**src/rtl/pli_pkg.sv**
```systemverilog
// Shared definitions for the piecewise linear interpolation unit:
// opcodes, result kinds, field widths, sequencer states and datapath sizes.
// Depends on nothing; used by piecewise_linear_interp_unit.
package pli_pkg;

    localparam int PLI_MAX_POINTS = 16;

    localparam int COORD_W = 32;
    localparam int INDEX_W = 4;
    localparam int COUNT_W = 5;
    localparam int KIND_W  = 2;

    // Widened difference, magnitude and remainder width (sign-extended coordinates).
    localparam int DIFF_W  = COORD_W + 1;
    // Partial remainder after doubling and adding dx can reach three times the divisor.
    localparam int PART_W  = DIFF_W + 2;
    // One step per bit of the multiplicand magnitude.
    localparam int MULDIV_STEPS = DIFF_W;
    localparam int STEP_W  = $clog2(MULDIV_STEPS + 1);

    localparam int S_TDATA_W = ((INDEX_W + 2 * COORD_W + 7) / 8) * 8;
    localparam int M_TDATA_W = ((COORD_W + 7) / 8) * 8;

    localparam logic [COUNT_W-1:0] POINT_COUNT_RESET = COUNT_W'(2);

    localparam logic OP_LOAD  = 1'b0;
    localparam logic OP_QUERY = 1'b1;

    localparam logic [KIND_W-1:0] KIND_INTERP = 2'd0;
    localparam logic [KIND_W-1:0] KIND_FIRST  = 2'd1;
    localparam logic [KIND_W-1:0] KIND_LAST   = 2'd2;

    typedef enum logic [2:0] {
        ST_IDLE,
        ST_RD_FIRST,
        ST_RD_LAST,
        ST_SEARCH,
        ST_MULDIV,
        ST_SUM,
        ST_DONE
    } pli_state_t;

endpackage

```
**src/rtl/piecewise_linear_interp_unit.sv**
```systemverilog
// Top level of the piecewise linear interpolation unit: breakpoint table,
// search sequencer and bit-serial multiply-divide. Depends on pli_pkg and pli_ram.
//
//  Channel   Dir  Handshake                      Payload
//  s_axis    in   s_axis_tvalid / s_axis_tready  tuser: opcode; tdata: point_index, x, y
//  m_axis    out  m_axis_tvalid / m_axis_tready  tuser: clamp_kind; tdata: y_result
//  cfg       in   cfg_we (no ready)              cfg_wdata: point_count
//
// A load transaction writes one table slot.
// A query reads the first and then the last breakpoint and posts a clamped result
// if it lies at or beyond either; otherwise it scans breakpoints 1 .. n-1, one table
// read per cycle, then runs the 33-step shift-and-subtract multiply-divide loop, one
// multiplicand bit per cycle. Only one transaction is in flight at a time.
// The result sits in an output register, so a new transaction is taken while it waits;
// a finished query holds in the last state only if that register is still occupied.
// Reset sets point_count to 2 and clears control; the table is undefined until loaded.
module piecewise_linear_interp_unit #(
    parameter int MAX_POINTS = pli_pkg::PLI_MAX_POINTS
) (
    input  logic                         clk,
    input  logic                         rst_n,
    // slave side
    input  logic                         s_axis_tvalid,
    output logic                         s_axis_tready,
    input  logic [pli_pkg::S_TDATA_W-1:0] s_axis_tdata,  // point_index[3:0], x_coord[35:4],
                                                         // y_coord[67:36], zero pad
    input  logic                         s_axis_tuser,  // opcode
    // master side
    output logic                         m_axis_tvalid,
    input  logic                         m_axis_tready,
    output logic [pli_pkg::M_TDATA_W-1:0] m_axis_tdata,  // y_result[31:0]
    output logic [pli_pkg::KIND_W-1:0]   m_axis_tuser,  // clamp_kind[1:0]
    // configuration
    input  logic                         cfg_we,
    input  logic [pli_pkg::COUNT_W-1:0]  cfg_wdata      // point_count
);

    localparam int AW = $clog2(MAX_POINTS);
    localparam int CW = pli_pkg::COORD_W;
    localparam int DW = pli_pkg::DIFF_W;
    localparam int PW = pli_pkg::PART_W;
    localparam int SW = pli_pkg::STEP_W;

    // ------------------------------------------------------------------
    // Registers
    // ------------------------------------------------------------------
    pli_pkg::pli_state_t state_reg, state_next;

    logic [pli_pkg::COUNT_W-1:0] pc_reg;
    logic [CW-1:0]               qx_reg,  qx_next;     // query x
    logic [AW:0]                 idx_reg, idx_next;    // address being read
    logic [CW-1:0]               px_reg,  px_next;     // previous breakpoint
    logic [CW-1:0]               py_reg,  py_next;
    logic [DW-1:0]               den_reg, den_next;
    logic [DW-1:0]               dx_reg,  dx_next;
    logic [DW-1:0]               mag_reg, mag_next;    // |dy|, shifted out MSB first
    logic                        neg_reg, neg_next;
    logic [DW-1:0]               rem_reg, rem_next;
    logic [DW-1:0]               quo_reg, quo_next;
    logic [SW-1:0]               step_reg, step_next;
    logic [CW-1:0]               res_reg, res_next;
    logic [pli_pkg::KIND_W-1:0]  kind_reg, kind_next;
    logic [CW-1:0]               out_y_reg, out_y_next;
    logic [pli_pkg::KIND_W-1:0]  out_kind_reg, out_kind_next;
    logic                        out_valid_reg, out_valid_next;

    // ------------------------------------------------------------------
    // Input unpacking and handshake
    // ------------------------------------------------------------------
    logic [pli_pkg::INDEX_W-1:0] in_index;
    logic [CW-1:0]               in_x;
    logic [CW-1:0]               in_y;
    logic                        s_fire;

    assign in_index = s_axis_tdata[pli_pkg::INDEX_W-1:0];
    assign in_x     = s_axis_tdata[pli_pkg::INDEX_W +: CW];
    assign in_y     = s_axis_tdata[pli_pkg::INDEX_W + CW +: CW];

    assign s_axis_tready = (state_reg == pli_pkg::ST_IDLE);
    assign s_fire        = s_axis_tvalid && s_axis_tready;

    // ------------------------------------------------------------------
    // Breakpoint table: {y, x} per slot; loads to slots past the table drop
    // ------------------------------------------------------------------
    logic            tbl_we;
    logic [AW-1:0]   tbl_raddr;
    logic [2*CW-1:0] tbl_rdata;
    logic [CW-1:0]   rd_x;
    logic [CW-1:0]   rd_y;

    assign tbl_we = s_fire && (s_axis_tuser == pli_pkg::OP_LOAD)
                    && ({28'd0, in_index} < 32'(MAX_POINTS));

    pli_ram #(
        .WIDTH (2 * CW),
        .DEPTH (MAX_POINTS)
    ) u_table (
        .clk   (clk),
        .we    (tbl_we),
        .waddr (AW'(in_index)),
        .wdata ({in_y, in_x}),
        .raddr (tbl_raddr),
        .rdata (tbl_rdata)
    );

    assign rd_x = tbl_rdata[CW-1:0];
    assign rd_y = tbl_rdata[2*CW-1:CW];

    // ------------------------------------------------------------------
    // Effective point count: zero acts as one, saturate at the table depth
    // ------------------------------------------------------------------
    logic [AW:0]   n_eff;
    logic [AW:0]   n_m1;
    logic [AW-1:0] last_idx;

    always_comb
    begin
        priority if (pc_reg == '0)
        begin
            n_eff = (AW+1)'(1);
        end
        else if ({27'd0, pc_reg} > 32'(MAX_POINTS))
        begin
            n_eff = (AW+1)'(MAX_POINTS);
        end
        else
        begin
            n_eff = (AW+1)'(pc_reg);
        end
    end

    assign n_m1     = n_eff - (AW+1)'(1);
    assign last_idx = n_m1[AW-1:0];

    // ------------------------------------------------------------------
    // Compares against the entry on the table read port
    // ------------------------------------------------------------------
    logic q_le_rd;
    logic q_ge_rd;

    assign q_le_rd = ($signed(qx_reg) <= $signed(rd_x));
    assign q_ge_rd = ($signed(qx_reg) >= $signed(rd_x));

    // Segment setup, computed when the search hits
    logic [DW-1:0] seg_den;
    logic [DW-1:0] seg_dx;
    logic          seg_neg;
    logic [DW-1:0] seg_up;
    logic [DW-1:0] seg_down;

    assign seg_den  = {rd_x[CW-1], rd_x} - {px_reg[CW-1], px_reg};
    assign seg_dx   = {qx_reg[CW-1], qx_reg} - {px_reg[CW-1], px_reg};
    assign seg_neg  = ($signed(rd_y) < $signed(py_reg));
    assign seg_up   = {rd_y[CW-1], rd_y} - {py_reg[CW-1], py_reg};
    assign seg_down = {py_reg[CW-1], py_reg} - {rd_y[CW-1], rd_y};

    // ------------------------------------------------------------------
    // One multiply-divide step: r = 2r + bit*dx, then take out up to 2*den
    // ------------------------------------------------------------------
    logic [PW-1:0]   part;
    logic [PW:0]     sub_one;
    logic [PW:0]     sub_two;
    logic [1:0]      digit;
    logic [PW-1:0]   part_rem;

    assign part    = {1'b0, rem_reg, 1'b0} + (mag_reg[DW-1] ? {2'b0, dx_reg} : '0);
    assign sub_one = {1'b0, part} - {3'b0, den_reg};
    assign sub_two = {1'b0, part} - {2'b0, den_reg, 1'b0};

    always_comb
    begin
        priority if (!sub_two[PW])
        begin
            digit    = 2'd2;
            part_rem = sub_two[PW-1:0];
        end
        else if (!sub_one[PW])
        begin
            digit    = 2'd1;
            part_rem = sub_one[PW-1:0];
        end
        else
        begin
            digit    = 2'd0;
            part_rem = part;
        end
    end

    logic out_free;
    assign out_free = !out_valid_reg || m_axis_tready;

    // ------------------------------------------------------------------
    // Next state
    // ------------------------------------------------------------------
    always_comb
    begin
        state_next = state_reg;
        unique case (state_reg)
            pli_pkg::ST_IDLE:
            begin
                if (s_fire && (s_axis_tuser == pli_pkg::OP_QUERY))
                begin
                    state_next = pli_pkg::ST_RD_FIRST;
                end
            end
            pli_pkg::ST_RD_FIRST:
            begin
                state_next = q_le_rd ? pli_pkg::ST_DONE : pli_pkg::ST_RD_LAST;
            end
            pli_pkg::ST_RD_LAST:
            begin
                state_next = q_ge_rd ? pli_pkg::ST_DONE : pli_pkg::ST_SEARCH;
            end
            pli_pkg::ST_SEARCH:
            begin
                if (q_le_rd)
                begin
                    state_next = pli_pkg::ST_MULDIV;
                end
            end
            pli_pkg::ST_MULDIV:
            begin
                if (step_reg == SW'(1))
                begin
                    state_next = pli_pkg::ST_SUM;
                end
            end
            pli_pkg::ST_SUM:
            begin
                state_next = pli_pkg::ST_DONE;
            end
            pli_pkg::ST_DONE:
            begin
                if (out_free)
                begin
                    state_next = pli_pkg::ST_IDLE;
                end
            end
            default:
            begin
                state_next = pli_pkg::ST_IDLE;
            end
        endcase
    end

    // ------------------------------------------------------------------
    // Datapath and outputs
    // ------------------------------------------------------------------
    always_comb
    begin
        qx_next        = qx_reg;
        idx_next       = idx_reg;
        px_next        = px_reg;
        py_next        = py_reg;
        den_next       = den_reg;
        dx_next        = dx_reg;
        mag_next       = mag_reg;
        neg_next       = neg_reg;
        rem_next       = rem_reg;
        quo_next       = quo_reg;
        step_next      = step_reg;
        res_next       = res_reg;
        kind_next      = kind_reg;
        out_y_next     = out_y_reg;
        out_kind_next  = out_kind_reg;
        out_valid_next = out_valid_reg && !m_axis_tready;
        tbl_raddr      = idx_reg[AW-1:0];

        unique case (state_reg)
            pli_pkg::ST_IDLE:
            begin
                // read slot 0 while the query is taken
                tbl_raddr = '0;
                qx_next   = in_x;
            end
            pli_pkg::ST_RD_FIRST:
            begin
                tbl_raddr = last_idx;
                px_next   = rd_x;
                py_next   = rd_y;
                res_next  = rd_y;
                kind_next = pli_pkg::KIND_FIRST;
                idx_next  = (AW+1)'(1);
            end
            pli_pkg::ST_RD_LAST:
            begin
                res_next  = rd_y;
                kind_next = pli_pkg::KIND_LAST;
                idx_next  = idx_reg + (AW+1)'(1);
            end
            pli_pkg::ST_SEARCH:
            begin
                if (q_le_rd)
                begin
                    den_next  = seg_den;
                    dx_next   = seg_dx;
                    neg_next  = seg_neg;
                    mag_next  = seg_neg ? seg_down : seg_up;
                    rem_next  = '0;
                    quo_next  = '0;
                    step_next = SW'(pli_pkg::MULDIV_STEPS);
                    kind_next = pli_pkg::KIND_INTERP;
                end
                else
                begin
                    // advance: this entry becomes the lower end
                    px_next  = rd_x;
                    py_next  = rd_y;
                    idx_next = idx_reg + (AW+1)'(1);
                end
            end
            pli_pkg::ST_MULDIV:
            begin
                rem_next  = part_rem[DW-1:0];
                quo_next  = {quo_reg[DW-2:0], 1'b0} + {{(DW-2){1'b0}}, digit};
                mag_next  = {mag_reg[DW-2:0], 1'b0};
                step_next = step_reg - SW'(1);
            end
            pli_pkg::ST_SUM:
            begin
                res_next = neg_reg ? (py_reg - quo_reg[CW-1:0])
                                   : (py_reg + quo_reg[CW-1:0]);
            end
            pli_pkg::ST_DONE:
            begin
                if (out_free)
                begin
                    out_y_next     = res_reg;
                    out_kind_next  = kind_reg;
                    out_valid_next = 1'b1;
                end
            end
            default:
            begin
            end
        endcase
    end

    // control registers
    always_ff @(posedge clk or negedge rst_n)
    begin
        if (!rst_n)
        begin
            state_reg     <= pli_pkg::ST_IDLE;
            pc_reg        <= pli_pkg::POINT_COUNT_RESET;
            out_valid_reg <= 1'b0;
            step_reg      <= '0;
        end
        else
        begin
            state_reg     <= state_next;
            out_valid_reg <= out_valid_next;
            step_reg      <= step_next;
            if (cfg_we)
            begin
                pc_reg <= cfg_wdata;
            end
        end
    end

    // payload registers
    always_ff @(posedge clk)
    begin
        qx_reg       <= qx_next;
        idx_reg      <= idx_next;
        px_reg       <= px_next;
        py_reg       <= py_next;
        den_reg      <= den_next;
        dx_reg       <= dx_next;
        mag_reg      <= mag_next;
        neg_reg      <= neg_next;
        rem_reg      <= rem_next;
        quo_reg      <= quo_next;
        res_reg      <= res_next;
        kind_reg     <= kind_next;
        out_y_reg    <= out_y_next;
        out_kind_reg <= out_kind_next;
    end

    assign m_axis_tvalid = out_valid_reg;
    assign m_axis_tdata  = pli_pkg::M_TDATA_W'(out_y_reg);
    assign m_axis_tuser  = out_kind_reg;

endmodule

```
**src/rtl/pli_ram.sv**
```systemverilog
// Generic single-write, single-read RAM with registered read data.
// Stand-alone: no package dependency.
module pli_ram #(
    parameter int WIDTH = 64,
    parameter int DEPTH = 16
) (
    input  logic                     clk,
    input  logic                     we,
    input  logic [$clog2(DEPTH)-1:0] waddr,
    input  logic [WIDTH-1:0]         wdata,
    input  logic [$clog2(DEPTH)-1:0] raddr,
    output logic [WIDTH-1:0]         rdata
);

    logic [WIDTH-1:0] mem [DEPTH];
    logic [WIDTH-1:0] rdata_reg;

    always_ff @(posedge clk)
    begin
        if (we)
        begin
            mem[waddr] <= wdata;
        end
        rdata_reg <= mem[raddr];
    end

    assign rdata = rdata_reg;

endmodule
```
**config.mk**
```make
export PLATFORM = sky130hd
export DESIGN_NAME = piecewise_linear_interp_unit
export DESIGN_NICKNAME = d
export VERILOG_FILES = /design/src/rtl/pli_pkg.sv /design/src/rtl/piecewise_linear_interp_unit.sv /design/src/rtl/pli_ram.sv
export SDC_FILE = /design/constraint.sdc
export NUM_CORES = 2
export LEC_CHECK = 0
export BUFFER_PORTS_ARGS = -buffer_cell sky130_fd_sc_hd__buf_4
export CAP_MARGIN = 30
export CORE_MARGIN = 4
export CORE_UTILIZATION = 50
export CTS_BUF_LIST = sky130_fd_sc_hd__clkbuf_4
export DETAILED_ROUTE_END_ITERATION = 8
export PLACE_DENSITY_LB_ADDON = 0.12
export SYNTH_ARGS = -nofsm -noshare
export SYNTH_HDL_FRONTEND = slang
export SYNTH_SLANG_ARGS = --single-unit
```
**constraint.sdc**
```tcl
create_clock -name clk -period 7.5 [get_ports clk]
set_input_delay 0.375 -clock clk [delete_from_list [all_inputs] [get_ports clk]]
set_output_delay 0.375 -clock clk [all_outputs]
set_load 0.01 [all_outputs]
```
==> results <==
- Clock latency on the worst-skew pair, taken at its later pin, is 1.29 ns.
- The placeable core region is 137000 µm².
- The number of setup buffers added after CTS is 0.
- The die outline width is 380 µm.
- The average footprint of a synthesized cell is 12.0 µm².
- The post-detailed-route DRC marker count is 0.
- The largest single stage delay on the critical path is 0.49 ns.
- The HPWL after detailed placement is 106 mm.
- The worst setup path is launched from a flop.
- For this configuration, the core starts out at a cell density of 50.3%.
- The count of H-tree levels built during CTS is 5.
- The number of warning messages in the yosys log is 0.
- In this run the tightest slew margin relative to its limit is 26.8%.
- The flip-flop count of the largest register, all copies and words added is 1024.
- The post-route clock skew is 0.104 ns.
- The multi-input combinational cells in the finished layout cover a total of 24900 µm².
- The highest clock frequency the design can meet is 145 MHz.
- The total number of clock tree sinks is 1436.
- The count of standard-cell rows is 136.
- The clock passes through at most 4 buffers.
- The first routing iteration left 4266 violations.
- The final hold violation count is 0.
- In this run, synthesis inferred 1357 flip-flops with an integrated enable.
- The flow ran to the end, and the final reports show no timing, DRC or antenna violations.
- The fraction of registers with async set or reset after synthesis is 1.04%.
- The maximum number of pins on one net before global-route repair is 203.
- The synthesized instance count is 5748.
- After synthesis the netlist holds a flip-flop and latch count of 1436.
- The clock tree root driver cell is sky130_fd_sc_hd__clkbuf_4.
- The die covers 144000 µm².
- After routing, the total negative slack on setup checks comes to 0 ns.
- STA puts the critical path data required time at 8.47 ns.
- Of the synthesized area, sequential elements account for 61.3%.
- The top fanout value on the critical path is 25.
- Subtracting the final worst setup slack from the clock period gives 6.89 ns.
- In this run the worst hold path is classified as in2reg.
- In this run the cell area of the synthesized design comes to 69200 µm².
- The boundary pin count is 119.
- The count of input and output buffers is 114.
- Using the TritonRoute via totals, the vias-per-cell ratio works out to 5.80.
- The first global-routing pass estimated 270 mm of wire.
- Leaving out fill and tap cells, the most frequent cells in the layout are sky130_fd_sc_hd__edfxtp_1, sky130_fd_sc_hd__nand2_1, sky130_fd_sc_hd__clkbuf_4, sky130_fd_sc_hd__a21oi_1, sky130_fd_sc_hd__a211oi_1.
- The synthesized netlist contains 99 unique library cells.
- Global routing used 24.0% of the available tracks across all layers.
- The number of routed nets with antenna violations is 0.
- The data arrival time of the critical path is 7.86 ns.
- The routed length per placed instance is 21.4 µm.
- The number of max-slew violations in the final report is 0.
- Wires add up to 176 mm.
- The number of antenna violations at the first check in global routing was 20.
- The endpoint class of the critical path is a flop.
- Among all stages on the critical path, the largest delay is contributed by sky130_fd_sc_hd__edfxtp_1.
- The number of detailed-route iterations in the first pass is 6.
- Of the cells placed in the final design, the portion with a size suffix greater than 1 is 13.4%.
- The final route contains 47800 vias.
- The share of the cycle needed by the critical path after routing is 91.9%.
- The area growth from synthesis to layout is 13.2%.
- The worst-margin pin slew is 1.10 ns.
- The y dimension of the die is 380 µm.
- The CTS tree is built.
- Clock tree synthesis inserted a total of 386 buffers.
- Clock-pin slew was measured on the worst setup and hold paths at 0.06 ns.
- At the end of routability-driven placement, the weighted congestion stood at 0.897.
- Setup violations remaining at the end of the flow were counted as 0.
- The setup path with the least slack is of type reg2reg.
- Max-cap violations in this run came to 0.
- The number of filler instances in the final layout is 11500.
- Setup repair after global routing left no endpoint under its margin.
- The via count of the first global-routing pass came to 46300.
- Synthesis produced a netlist with a net count of 6135.
- The predominant post-synthesis flop cell is sky130_fd_sc_hd__edfxtp_1.
- The sequential cell area is 42400 µm².
- After the last flow step, the layout net total stands at 6562.
- Leaving out fill and tap cells, the most frequent cell in the layout is sky130_fd_sc_hd__edfxtp_1.
- The total global routing overflow is 0.
critical path, delay by kind of cell (launching register included):
family / cells / cell delay (ns)
buf+inv: 2 / 0.40
xor+xnor: 2 / 0.33
simple gates: 14 / 2.79
flops: 1 / 0.49
fa+ha+maj: 3 / 1.00
compound gates: 8 / 1.64
what timing repair did:
action / in CTS / in global routing
hold endpoints to repair: 1473 / 0
setup endpoints to repair: 0 / 3
hold buffers: 158 / 0
resized for setup: 0 / 1
final timing paths:
| path | cells after the start | startpoint | to | slack (ns) |
|---|---|---|---|---|
| max in group asynchronous | 3 | rst_n | pc_reg[0] | 6.65 |
| worst min-delay path | 2 | s_axis_tdata[26] | u_table.mem[5][22] | 0.15 |
| worst max-delay path | 29 | mag_reg[32] | quo_reg[29] | 0.61 |
| worst min register to register | 0 | res_reg[18] | m_axis_tdata[18] | 0.41 |
| min in group asynchronous | 3 | rst_n | state_reg[1] | 0.36 |
| worst max register to register | 29 | mag_reg[32] | quo_reg[29] | 0.61 |
logic make-up after synthesis:
| family | synth area share, % |
|---|---|
| adder cells (fa/ha/maj) | 5.59 |
| AO/OA/AOI/OAI | 15.3 |
| multiplexers | 0.798 |
| AND/OR/NAND/NOR | 10.9 |
| XOR/XNOR | 3.13 |
| buffers and inverters | 3.04 |
| flip-flops | 61.3 |
layout make-up:
class	count	area share [%]
inverter	242	1.16
multi-input combinational	3769	31.8
timing repair buffer	340	4.03
clock buffer	573	5.49
antenna	13	0.0415
clock inverter	77	0.459
tap	1794	2.87
sequential	1436	54.2
per-stage QoR:
step	hold slack, ns	utilization, %	cells	setup slack (ns)	instance area (µm²)
2_1_floorplan	0.0794	-	5748	0.464	69200
3_3_place_gp	0.249	52.3	7416	0.468	71900
3_5_place_dp	0.254	52.4	7422	0.433	72000
4_1_cts	0.000909	56.9	8230	0.468	78200
5_1_grt	0.0141	56.9	8238	0.0767	78300
6_report	0.150	56.9	8244	0.607	78300
cells in the mapped netlist, drive strengths merged, types with 15 or more instances:
cell type  instances  area share, %
clkbuf           257            1.4
and2             303            2.7
ha               296            5.4
xor2              74           0.94
o21a              42           0.46
a21o             125            1.4
o21bai            31           0.34
nand2            718            3.9
dfxtp             64            1.9
o211ai            18           0.20
and3              35           0.32
a311oi           131            1.7
or3               15           0.14
o31ai             16           0.17
nor3              64           0.47
nor2             223            1.2
nor2b             35           0.32
a21oi            396            2.9
inv              242            1.3
nand4             36           0.33
nand3             63           0.46
xnor2            173            2.2
edfxtp          1357             59
a31oi            167            1.5
o21ai            195            1.4
a211oi           345            3.8
buf               44           0.33
nand2b            34           0.31
mux2i             39           0.57
per-layer routing:
layer / up-vias / GRT usage, % / wire length [µm]
li1: 22700 / - / -
met2: 1498 / 37.2 / 80400
met1: 23300 / 34.8 / 80600
met4: 12 / 6.34 / 3160
met3: 257 / 4.86 / 12200
met5: - / 0 / 70
Power is not shown: default switching activity piles up to over one toggle a cycle in this logic, so the estimate is an artifact.
